`src/hw/rtl/bec_pkg.sv`:
```
// Package for the backslash escape codec: decode phase type, result and
// burst types, character constants and hex digit helpers.
// No dependencies.
`default_nettype none

package bec_pkg;

  // Most results one input byte can cause (a \xHH escape).
  localparam int unsigned BURST_MAX = 4;
  localparam int unsigned CNT_W     = 3;
  localparam int unsigned IDX_W     = 2;

  localparam logic [7:0] CH_BSLASH = 8'h5C;
  localparam logic [7:0] CH_LF     = 8'h0A;
  localparam logic [7:0] CH_CR     = 8'h0D;
  localparam logic [7:0] CH_TAB    = 8'h09;
  localparam logic [7:0] CH_N      = 8'h6E;
  localparam logic [7:0] CH_R      = 8'h72;
  localparam logic [7:0] CH_T      = 8'h74;
  localparam logic [7:0] CH_X      = 8'h78;
  localparam logic [7:0] CH_SPACE  = 8'h20;
  localparam logic [7:0] CH_DEL    = 8'h7F;

  localparam logic DIR_ENCODE = 1'b0;
  localparam logic DIR_DECODE = 1'b1;

  localparam logic STATUS_OK  = 1'b0;
  localparam logic STATUS_ERR = 1'b1;

  typedef enum logic [1:0] {
    PH_NORMAL = 2'd0,
    PH_ESC    = 2'd1,
    PH_HEX_HI = 2'd2,
    PH_HEX_LO = 2'd3
  } phase_t;

  typedef struct packed {
    logic [7:0] out_byte;
    logic       byte_valid;
    logic       status;
  } res_t;

  typedef struct packed {
    res_t [BURST_MAX-1:0] item;
    logic [CNT_W-1:0]     count;
    logic                 str_end;
  } burst_t;

  // Upper-case hex character for one nibble.
  function automatic logic [7:0] hex_char(input logic [3:0] nib);
    logic [7:0] wide;
    wide = {4'h0, nib};
    if (nib < 4'd10) begin
      hex_char = wide + 8'h30;
    end else begin
      hex_char = wide + 8'h37;
    end
  endfunction

  // Value of a hex digit of either case; bit 4 set when not a hex digit.
  function automatic logic [4:0] hex_val(input logic [7:0] c);
    logic [7:0] d;
    d = 8'h00;
    hex_val = 5'h10;
    if (c >= 8'h30 && c <= 8'h39) begin
      d = c - 8'h30;
      hex_val = {1'b0, d[3:0]};
    end else if (c >= 8'h61 && c <= 8'h66) begin
      d = c - 8'h57;
      hex_val = {1'b0, d[3:0]};
    end else if (c >= 8'h41 && c <= 8'h46) begin
      d = c - 8'h37;
      hex_val = {1'b0, d[3:0]};
    end
  endfunction

endpackage

`default_nettype wire

```
`src/hw/rtl/bec_xlat.sv`:
```
// Translation stage: turns one input byte into a burst of up to four
// results and holds the decoder's escape state. Depends on bec_pkg.
`default_nettype none

module bec_xlat (
  input  wire logic          clk,
  input  wire logic          rst,
  input  wire logic          step,
  input  wire logic          dir,
  input  wire logic [7:0]    in_byte,
  input  wire logic          str_end,
  output bec_pkg::burst_t    burst
);
  import bec_pkg::*;

  phase_t     phase, phase_next;
  logic [3:0] high_nibble, high_nibble_next;
  logic       swallowing, swallowing_next;

  res_t       ok_res;
  logic [4:0] hv;
  logic       err;

  always_ff @(posedge clk) begin
    if (rst) begin
      phase       <= PH_NORMAL;
      high_nibble <= 4'h0;
      swallowing  <= 1'b0;
    end else if (step) begin
      phase       <= phase_next;
      high_nibble <= high_nibble_next;
      swallowing  <= swallowing_next;
    end
  end

  always_comb begin
    phase_next       = phase;
    high_nibble_next = high_nibble;
    swallowing_next  = swallowing;
    burst            = '0;
    burst.str_end    = str_end;
    ok_res           = '{out_byte: 8'h00, byte_valid: 1'b1, status: STATUS_OK};
    hv               = hex_val(in_byte);
    err              = 1'b0;

    if (dir == DIR_ENCODE) begin
      burst.item[0] = '{out_byte: CH_BSLASH, byte_valid: 1'b1, status: STATUS_OK};
      burst.item[1] = '{out_byte: CH_BSLASH, byte_valid: 1'b1, status: STATUS_OK};
      burst.item[2] = '{out_byte: hex_char(in_byte[7:4]), byte_valid: 1'b1,
                        status: STATUS_OK};
      burst.item[3] = '{out_byte: hex_char(in_byte[3:0]), byte_valid: 1'b1,
                        status: STATUS_OK};
      burst.count   = 3'd2;
      priority if (in_byte == CH_BSLASH) begin
        burst.item[1].out_byte = CH_BSLASH;
      end else if (in_byte == CH_LF) begin
        burst.item[1].out_byte = CH_N;
      end else if (in_byte == CH_CR) begin
        burst.item[1].out_byte = CH_R;
      end else if (in_byte == CH_TAB) begin
        burst.item[1].out_byte = CH_T;
      end else if (in_byte < CH_SPACE || in_byte == CH_DEL) begin
        burst.item[1].out_byte = CH_X;
        burst.count            = 3'd4;
      end else begin
        burst.item[0].out_byte = in_byte;
        burst.count            = 3'd1;
      end
    end else if (swallowing) begin
      // The error was already reported; only the string end shows up.
      if (str_end) begin
        burst.count = 3'd1;
      end
    end else begin
      unique case (phase)
        PH_NORMAL: begin
          if (in_byte != CH_BSLASH) begin
            ok_res.out_byte = in_byte;
            burst.item[0]   = ok_res;
            burst.count     = 3'd1;
          end else if (str_end) begin
            err = 1'b1;
          end else begin
            phase_next = PH_ESC;
          end
        end
        PH_ESC: begin
          phase_next = PH_NORMAL;
          burst.count = 3'd1;
          priority if (in_byte == CH_BSLASH) begin
            ok_res.out_byte = CH_BSLASH;
          end else if (in_byte == CH_N) begin
            ok_res.out_byte = CH_LF;
          end else if (in_byte == CH_R) begin
            ok_res.out_byte = CH_CR;
          end else if (in_byte == CH_T) begin
            ok_res.out_byte = CH_TAB;
          end else if (in_byte == CH_X && !str_end) begin
            phase_next  = PH_HEX_HI;
            burst.count = 3'd0;
          end else begin
            err = 1'b1;
          end
          burst.item[0] = ok_res;
        end
        PH_HEX_HI: begin
          if (hv[4] || str_end) begin
            err = 1'b1;
          end else begin
            high_nibble_next = hv[3:0];
            phase_next       = PH_HEX_LO;
          end
        end
        PH_HEX_LO: begin
          phase_next = PH_NORMAL;
          if (hv[4]) begin
            err = 1'b1;
          end else begin
            ok_res.out_byte = {high_nibble, hv[3:0]};
            burst.item[0]   = ok_res;
            burst.count     = 3'd1;
          end
        end
        default: begin
          phase_next = PH_NORMAL;
        end
      endcase

      if (err) begin
        phase_next    = PH_NORMAL;
        swallowing_next = 1'b1;
        burst.item[0] = '{out_byte: 8'h00, byte_valid: 1'b0, status: STATUS_ERR};
        burst.count   = 3'd1;
      end
    end

    // Every string end leaves the decoder clean, in either direction.
    if (str_end) begin
      phase_next       = PH_NORMAL;
      high_nibble_next = 4'h0;
      swallowing_next  = 1'b0;
    end
  end

endmodule

`default_nettype wire

```
`src/hw/rtl/bec_burst.sv`:
```
// Result register: holds one burst and hands its results out one per
// cycle under the output stall. Depends on bec_pkg.
`default_nettype none

module bec_burst (
  input  wire logic             clk,
  input  wire logic             rst,
  input  wire logic             load,
  input  wire bec_pkg::burst_t  burst_in,
  output logic                  free,
  output logic                  out_valid,
  input  wire logic             out_stall,
  output logic [7:0]            out_byte,
  output logic                  byte_valid,
  output logic                  run_last,
  output logic                  status,
  output logic                  string_done
);
  import bec_pkg::*;

  burst_t           burst;
  logic [IDX_W-1:0] idx;
  logic             taken;
  res_t             cur;

  assign cur         = burst.item[idx];
  assign run_last    = ({1'b0, idx} == burst.count - 3'd1);
  assign out_byte    = cur.out_byte;
  assign byte_valid  = cur.byte_valid;
  assign status      = cur.status;
  assign string_done = run_last & burst.str_end;

  assign taken = out_valid & ~out_stall;
  // A new burst may enter when the register is empty or its last result
  // leaves in this cycle.
  assign free  = ~out_valid | (taken & run_last);

  always_ff @(posedge clk) begin
    if (rst) begin
      out_valid <= 1'b0;
      idx       <= '0;
    end else if (load) begin
      out_valid <= 1'b1;
      idx       <= '0;
    end else if (taken) begin
      if (run_last) begin
        out_valid <= 1'b0;
        idx       <= '0;
      end else begin
        idx <= idx + 2'd1;
      end
    end
  end

  always_ff @(posedge clk) begin
    if (load) begin
      burst <= burst_in;
    end
  end

endmodule

`default_nettype wire

```
`src/hw/rtl/backslash_escape_codec.sv`:
```
// Top level of the backslash escape codec: input register, translation
// stage and result register. Depends on bec_pkg, bec_xlat and bec_burst.
//
//   channel  direction  handshake              payload
//   in       to block   in_valid / in_stall    in_byte, content_end
//   out      from block out_valid / out_stall  out_byte, byte_valid, run_last,
//                                              status, string_done
//   cfg      to block   cfg_valid / cfg_ready  direction
//
// An input byte waits in the input register, then is translated and
// loaded into the result register, which gives one result per cycle
// while out_stall is low. Encoding gives one result for plain bytes, two for
// short escapes and four for \xHH. Bytes that cause no result load nothing.
// Reset is synchronous and clears the decoder state, direction and all valids.
// A stalled output holds the burst; the input stalls once its register is full.
`default_nettype none

module backslash_escape_codec (
  input  wire logic       clk,
  input  wire logic       rst,
  input  wire logic       in_valid,
  output logic            in_stall,
  input  wire logic [7:0] in_byte,
  input  wire logic       content_end,
  output logic            out_valid,
  input  wire logic       out_stall,
  output logic [7:0]      out_byte,
  output logic            byte_valid,
  output logic            run_last,
  output logic            status,
  output logic            string_done,
  input  wire logic       cfg_valid,
  output logic            cfg_ready,
  input  wire logic       direction
);
  import bec_pkg::*;

  logic       dir;
  logic       hold_valid;
  logic [7:0] hold_byte;
  logic       hold_end;
  logic       accept;
  logic       move;
  logic       free;
  burst_t     burst;

  assign cfg_ready = 1'b1;

  always_ff @(posedge clk) begin
    if (rst) begin
      dir <= DIR_ENCODE;
    end else if (cfg_valid && cfg_ready) begin
      dir <= direction;
    end
  end

  assign move     = hold_valid & free;
  assign in_stall = hold_valid & ~move;
  assign accept   = in_valid & ~in_stall;

  always_ff @(posedge clk) begin
    if (rst) begin
      hold_valid <= 1'b0;
    end else if (accept) begin
      hold_valid <= 1'b1;
    end else if (move) begin
      hold_valid <= 1'b0;
    end
  end

  always_ff @(posedge clk) begin
    if (accept) begin
      hold_byte <= in_byte;
      hold_end  <= content_end;
    end
  end

  bec_xlat u_xlat (
    .clk     (clk),
    .rst     (rst),
    .step    (move),
    .dir     (dir),
    .in_byte (hold_byte),
    .str_end (hold_end),
    .burst   (burst)
  );

  bec_burst u_burst (
    .clk         (clk),
    .rst         (rst),
    .load        (move && (burst.count != 3'd0)),
    .burst_in    (burst),
    .free        (free),
    .out_valid   (out_valid),
    .out_stall   (out_stall),
    .out_byte    (out_byte),
    .byte_valid  (byte_valid),
    .run_last    (run_last),
    .status      (status),
    .string_done (string_done)
  );

endmodule

`default_nettype wire

```
`config.mk`:
```
export PLATFORM = sky130hd
export DESIGN_NAME = backslash_escape_codec
export DESIGN_NICKNAME = d
export VERILOG_FILES = /design/src/hw/rtl/bec_pkg.sv /design/src/hw/rtl/bec_xlat.sv /design/src/hw/rtl/bec_burst.sv /design/src/hw/rtl/backslash_escape_codec.sv
export SDC_FILE = /design/constraint.sdc
export NUM_CORES = 1
export LEC_CHECK = 0
export BUFFER_PORTS_ARGS = -buffer_cell sky130_fd_sc_hd__clkbuf_2
export CAP_MARGIN = 20
export CORE_MARGIN = 2
export CORE_UTILIZATION = 27
export CTS_CLUSTER_DIAMETER = 60
export DETAILED_ROUTE_END_ITERATION = 10
export PLACE_DENSITY_LB_ADDON = 0.08
export SETUP_SLACK_MARGIN = 0.15
export SLEW_MARGIN = 10
export SYNTH_ARGS = -nofsm -noshare
export SYNTH_HDL_FRONTEND = slang
export SYNTH_SLANG_ARGS = --single-unit
```
`constraint.sdc`:
```
create_clock -name clk -period 5.71 [get_ports clk]
set_clock_uncertainty 0.1 [all_clocks]
set_input_delay 1.142 -clock clk [delete_from_list [all_inputs] [get_ports clk]]
set_output_delay 1.142 -clock clk [all_outputs]
set_load 0.01 [all_outputs]
```
==> impl_metrics.json, run 1 <==
{
  "status": "complete, no violations",
  "hold_path.startpoint": "u_xlat.high_nibble[3]",
  "drt_first_pass_iters": 4,
  "fin_area_um2": 3760,
  "slew_headroom_pct": 39.0,
  "io-pin-count": 30,
  "htreeDepth": 2,
  "clkTransAtPathRegs_ns": 0.07,
  "cp.arrival_ns": 3.51,
  "netlist_top_cells_area": "edfxtp_1 39%, dfxtp_1 7.1%, mux4_2 4.0%, a21oi_1 3.9%, ha_1 3.7%",
  "rrSetupSlack_ns": 2.03,
  "synth-async-reset-ratio_pct": 0,
  "fp-row-count": 40,
  "cts_num_sinks": 56,
  "cts_made_buffers": 5,
  "drive_gt1_share_pct": 15.8,
  "reg2reg_to": "u_burst.burst[32]",
  "final_hold_viol_count": 0,
  "grt_max_degree": 38,
  "yosysTopAreaCell": "edfxtp_1",
  "synth_top_area_share_pct": 39.2,
  "fin_cells": 517,
  "fp.dieW_um": 116,
  "yosysWarnings": 0,
  "fin_nets": 373,
  "final_util_pct": 31.1,
  "worst-path-max-fanout": 37,
  "multiInputGateArea_um2": 1630,
  "holdCritPathClass": "reg2reg",
  "die_h_um": 116,
  "r2r-start": "hold_byte[0]",
  "cts.repair.resized": 0,
  "crit_type": "reg2reg",
  "post-route-min-period_ns": 3.68,
  "postCtsHoldBufs": 0,
  "initial_core_util_pct": 27.9,
  "drt-total-wl_um": 9260,
  "finalPower_mw": 0.952,
  "drtIter0Drc": 255,
  "grt_antenna_before_repair": 0,
  "worstPathRequired_ns": 5.54,
  "grt_pass1_wl_um": 14800,
  "whs_endpoint": "u_xlat.high_nibble[3]",
  "grt-ovfl-total": 0,
  "peakVddDrop_v": 0.000113,
  "ant_nets": 0,
  "power_leakage_nw": 1.35,
  "wl_per_cell_um": 17.9,
  "post-route-worst-setup-slack_ns": 2.03,
  "synthCells": 335,
  "dpl_cell_area_um2": 3620,
  "whs_path_depth": 1,
  "routed_via_density": 5.16,
  "finalSetupViolCount": 0,
  "cts_tree": "yes",
  "timing.final.crit_share_pct": 64.5,
  "drv_slew": 0,
  "synth_edf_count": 44,
  "post_cts_buffers": 0,
  "place_congestion": 0.873,
  "numPortBuffers": 28,
  "synth_area_per_cell_um2": 10.1,
  "cts_buffer_depth": 2,
  "gr-usage-all-layers_pct": 14.6,
  "netlist-cell-type-count": 67,
  "core_um2": 12100,
  "worst_hold_slack_ns": 0.392,
  "cts_root_buffer": "clkbuf_16",
  "drc_errors": 0,
  "dp_hpwl_um": 6680,
  "grt_pass1_vias": 2573,
  "synthFlopType": "edfxtp_1",
  "rsz0062_at_grt": "false",
  "post-place-ws_ns": 2.07,
  "fin_setup_tns_ns": 0,
  "syn_to_final_growth_pct": 11.6,
  "endpoint_kind": "flip-flop",
  "fmax_ghz": 0.271,
  "clk_latency_ns": 0.30,
  "ys_ff_latch": 56,
  "worstRegToRegCells": 7,
  "power-per-cell-area_nw_per_um2": 253,
  "cap_violations": 0,
  "syn_area_um2": 3370,
  "seq_area_frac_synth_pct": 46.3,
  "worst_pin_slew_ns": 0.914,
  "fillers": 1286,
  "diodes": 0,
  "start_kind": "flip-flop",
  "syn_nets": 360,
  "regArea_um2": 1560,
  "die-area_um2": 13400,
  "vias": 2667,
  "placedCellCount": 509
}
==> cell usage after synthesis, types with 2 or more instances <==
cell and count:
a211oi_1 3, or2_2 2, nor2_1 26, a221oi_1 2, buf_2 5, and4_1 3, nor3b_1 2, a22o_1 5
or3_1 2, and3_1 2, edfxtp_1 44, buf_1 2, nand2b_1 5, o31ai_1 2, ha_1 10, o32ai_1 3
o21a_1 2, mux2_2 3, dfxtp_1 12, mux2i_1 3, o221ai_1 2, nand4_1 2, and2_1 9, o31a_1 3
mux4_2 6, nor2b_1 4, a22oi_1 3, o21bai_1 2, o2bb2ai_1 2, nor4b_1 2, inv_1 19, xnor2_1 6
o22ai_1 7, nor3_1 7, nand2_1 31, a21oi_1 26, a31oi_1 5, o21ai_0 14, nand3b_1 3, clkbuf_1 12
nand3_1 5, buf_6 2
==> layout make-up <==
| class | count | area share, % |
|---|---|---|
| clock buffers | 5 | 3.32 |
| repair buffers | 28 | 3.72 |
| well taps | 168 | 5.59 |
| clock inverters | 3 | 0.565 |
| inverters | 19 | 1.89 |
| flip-flops and latches | 56 | 41.5 |
| multi-input cells | 238 | 43.4 |
==> critical path, stage by stage (launching register included) <==
cell	delay [ns]
edfxtp_1	0.54
inv_1	0.23
ha_1	0.41
nor4b_1	0.39
o31ai_1	0.10
o21ai_0	0.27
a31o_1	0.45
o31a_2	0.80
==> registers in the layout, indices dropped and copies added, names as in the netlist, 2 cells and up <==
register            flops
u_burst.idx             2
hold_byte               8
u_xlat.phase            2
u_xlat.high_nibble      4
u_burst.burst          35
==> layer usage <==
metal / vias up / track usage (%) / share of wire (%)
met1: 1284 / 21.4 / 49
li1: 1272 / - / -
met4: 0 / 4.37 / 2.5
met5: - / 0 / 0
met3: 19 / 2.41 / 3.8
met2: 92 / 22.3 / 44
==> placed cells by master, fill, tap and decap left out, drive strengths merged, types with 3 or more instances in the layout <==
cell / instances
o22ai: 7
mux4: 6
and2: 10
a211oi: 3
xnor2: 6
or3: 3
o21ai: 15
mux2: 3
inv: 20
ha: 10
nor2: 26
o32ai: 3
a22o: 5
a22oi: 3
nor3: 7
nand3: 5
a31oi: 5
nand3b: 3
clkbuf: 33
nor2b: 4
a21oi: 26
nand2: 31
and4: 3
nand2b: 5
edfxtp: 44
mux2i: 3
dfxtp: 12
o31a: 3
==> worst max-delay path by stage <==
| stage | start | end |
|---|---|---|
| after CTS | hold_byte[0] | u_burst.burst[7] |
| after global placement | hold_byte[0] | u_burst.burst[38] |
| final | hold_byte[0] | u_burst.burst[32] |
| after floorplan | out_stall | u_burst.burst[0] |
| after global routing | hold_byte[0] | u_burst.burst[17] |
| after detailed placement | hold_byte[0] | u_burst.burst[12] |
==> report_power, final <==
group          internal (mW)  switching [mW]
logic                 0.0560          0.0841
registers              0.468          0.0268
clock network          0.164           0.153
total                  0.688           0.264
==> kinds of logic after synthesis <==
family,after synthesis,share of synthesized area [%]
multiplexers,12,5.90
flip-flops,56,46.3
AND/OR/NAND/NOR,114,18.0
buffers and inverters,41,5.30
other,1,0.111
AO/OA/AOI/OAI,94,18.9
XOR/XNOR,7,1.82
adder cells (fa/ha/maj),10,3.71
Power figures use the tool's default switching activity.
==> run 2: changes to the inputs <==
--- a/config.mk
+++ b/config.mk
@@ -5,6 +5,7 @@
 export SDC_FILE = /design/constraint.sdc
 export NUM_CORES = 1
 export LEC_CHECK = 0
+export ABC_AREA = 1
 export BUFFER_PORTS_ARGS = -buffer_cell sky130_fd_sc_hd__clkbuf_2
 export CAP_MARGIN = 20
 export CORE_MARGIN = 2
==> constraint.sdc (replaced) <==
create_clock -name clk -period 3.6 [get_ports clk]
set_clock_uncertainty 0.1 [all_clocks]
set_input_delay 0.72 -clock clk [delete_from_list [all_inputs] [get_ports clk]]
set_output_delay 0.72 -clock clk [all_outputs]
set_load 0.01 [all_outputs]
==> run 2 against run 1 <==
Effect of this change: total power up 69%; global-route usage down 0.31 points; synthesized cell count grew 16%; critical path type unchanged; final cell count increased by 8.7%; first-iteration DRC count decreased by 40%.
==> impl_metrics.json, run 2 <==
{
  "status": "complete, no violations",
  "cts_tree": "yes",
  "final_util_pct": 31.6,
  "numPortBuffers": 28,
  "die_h_um": 114,
  "diodes": 0,
  "finalSetupViolCount": 0,
  "final_hold_viol_count": 0,
  "yosysTopAreaCell": "edfxtp_1",
  "cap_violations": 0,
  "synthCells": 387,
  "synth-async-reset-ratio_pct": 0,
  "reg_top3": "u_burst.burst: 35 flops, hold_byte: 8 flops, u_xlat.high_nibble: 4 flops",
  "worstPathCellList": "inv_1 > ha_1 > inv_2 > nand3_1 > nand4_1 > nand3_4 > nand2_4 > inv_2 > nor2_2 > nand4_1 > nand2_1 > nand3_2 > nand2_2 > inv_1 > buf_12",
  "drtIter0Drc": 154,
  "synth_edf_count": 44,
  "ant_nets": 0,
  "dpl_cell_area_um2": 3560,
  "drt-total-wl_um": 8710,
  "seq_power_share_pct": 47.6,
  "clkTransAtPathRegs_ns": 0.07,
  "p_comb_share_pct": 13.4,
  "grt-ovfl-total": 0,
  "largest_reg_flops": 35,
  "wl_per_cell_um": 15.5,
  "netlist-cell-type-count": 46,
  "htreeDepth": 2,
  "power.switching_mw": 0.396,
  "slew_headroom_pct": 58.2,
  "drv_slew": 0,
  "fin_nets": 439,
  "cts_made_buffers": 5,
  "grt_pass1_vias": 2626,
  "postCtsHoldBufs": 0,
  "grt_max_degree": 36,
  "vias": 2637,
  "post_cts_buffers": 0,
  "crit_path_start": "hold_byte[0]",
  "endpoint_kind": "flip-flop",
  "holdCritPathClass": "reg2reg",
  "syn_to_final_growth_pct": 15.5,
  "p_clk_share_pct": 39.0,
  "gr-usage-all-layers_pct": 14.3,
  "place_congestion": 0.818,
  "clk_latency_ns": 0.29,
  "core_um2": 11900,
  "cts_buffer_depth": 2,
  "swShare_pct": 24.6,
  "layout_commonest_cell": "nor2_1",
  "drive_gt1_share_pct": 15.4,
  "cts_num_sinks": 56,
  "power-per-cell-area_nw_per_um2": 428,
  "synthFlopType": "edfxtp_1",
  "synthTopCellsByCount": "60 x nor2_1, 55 x nand2_1, 45 x inv_1",
  "routed_via_density": 4.69,
  "fin_setup_tns_ns": 0,
  "cts.repair.resized": 0,
  "netlist_top_cells_area": "edfxtp_1 41%, dfxtp_1 7.4%, nor2_1 6.9%, nand2_1 6.4%, inv_1 5.2%",
  "r2r-start": "hold_byte[0]",
  "fin_area_um2": 3750,
  "initial_core_util_pct": 27.4,
  "drt_first_pass_iters": 5,
  "drc_errors": 0,
  "grt_antenna_before_repair": 0,
  "peakVddDrop_v": 0.000191,
  "synth_area_per_cell_um2": 8.39,
  "timing.final.crit_share_pct": 81.6,
  "post-route-min-period_ns": 2.94,
  "seq_area_frac_synth_pct": 48.1,
  "cts_root_buffer": "clkbuf_16",
  "crit_type": "reg2reg",
  "worst_pin_slew_ns": 0.627,
  "die-area_um2": 12900,
  "rsz0062_at_grt": "false",
  "start_kind": "flip-flop",
  "syn_area_um2": 3250,
  "slowest_stage": "edfxtp_1",
  "rrSetupSlack_ns": 0.66,
  "power.internal_mw": 1.21,
  "crit_path_max_incr_delay_ns": 0.50,
  "yosysWarnings": 0,
  "synth_top_area_share_pct": 40.7,
  "worstPathRequired_ns": 3.49,
  "fmax_ghz": 0.341,
  "dp_hpwl_um": 6640,
  "top_register": "u_burst.burst",
  "power_leakage_nw": 1.55,
  "grt_pass1_wl_um": 14200,
  "synth_most_common_cell": "nor2_1",
  "syn_nets": 412,
  "worst-path-max-fanout": 35,
  "io-pin-count": 30,
  "ys_ff_latch": 56,
  "fp-row-count": 40,
  "fp.dieW_um": 114,
  "hold_path.startpoint": "u_xlat.high_nibble[3]",
  "final_cell_mix": "60 x nor2_1, 55 x nand2_1, 45 x inv_1",
  "cp.arrival_ns": 2.83
}
-- run 2: cell types whose count changed in the layout (fill, tap and decap cells not counted), sizes merged, moves of 6 or more --
cell | before | now
nor2 | 26 | 64
inv | 20 | 52
nand2 | 31 | 61
o21ai | 15 | 34
nand3 | 5 | 21
and2 | 10 | 1
mux4 | 6 | 0
-- run 2: cell type report --
| class | count | area (µm²) |
|---|---|---|
| Fill cell | 1250 | 8110 |
| Sequential cell | 56 | 1560 |
| Multi-Input combinational cell | 266 | 1440 |
| Inverter | 53 | 199 |
| Tap cell | 147 | 184 |
| Timing Repair Buffer | 32 | 183 |
| Clock buffer | 6 | 129 |
| Clock inverter | 2 | 60.1 |
-- run 2: power groups by stage --
stage	Sequential [mW]	Combinational [mW]	Clock, mW
final	0.765	0.215	0.627
after global routing	0.770	0.244	0.667
after CTS	0.766	0.217	0.643
after detailed placement	0.781	0.216	0
after global placement	0.781	0.219	0
after floorplan	0.770	0.148	0
-- run 2: cell families after synthesis --
family,after synthesis,synth area share (%)
flops,56,48.1
fa+ha+maj,10,3.85
simple gates,167,23.7
mux,2,0.655
compound gates,81,14.5
xor+xnor,5,1.35
buf+inv,65,7.71
other cells,1,0.115
-- run 2: worst paths after layout --
path / endpoint / cells past startpoint
setup / recovery: u_burst.burst[18] / 15
hold / removal: u_xlat.high_nibble[3] / 2
setup reg to reg: u_burst.burst[18] / 15
hold reg to reg: u_xlat.high_nibble[3] / 2
-- run 2: metrics by stage --
stage	power (mW)	setup slack [ns]	std cells	hold slack (ns)
2_1_floorplan	0.918	0.544	387	0.324
5_1_grt	1.68	0.414	562	0.448
4_1_cts	1.63	0.651	562	0.411
3_5_place_dp	0.996	0.657	554	0.396
3_3_place_gp	1.00	0.716	554	0.411
6_report	1.61	0.663	562	0.414
-- run 2: critical path: cells and delay by family, from the launching register on --
family	cells	cell delay (ns)
DFF	1	0.50
adders and majority gates	1	0.28
and+or+nand+nor	9	1.05
buffers and inverters	5	0.69
-- run 2: routing by layer --
layer	up-vias	GRT usage (%)	part of all wire [%]
met5	-	0	0
met4	0	3.50	0.74
met3	4	2.34	3.8
met2	57	22.8	46
met1	1207	20.4	49
li1	1369	-	-
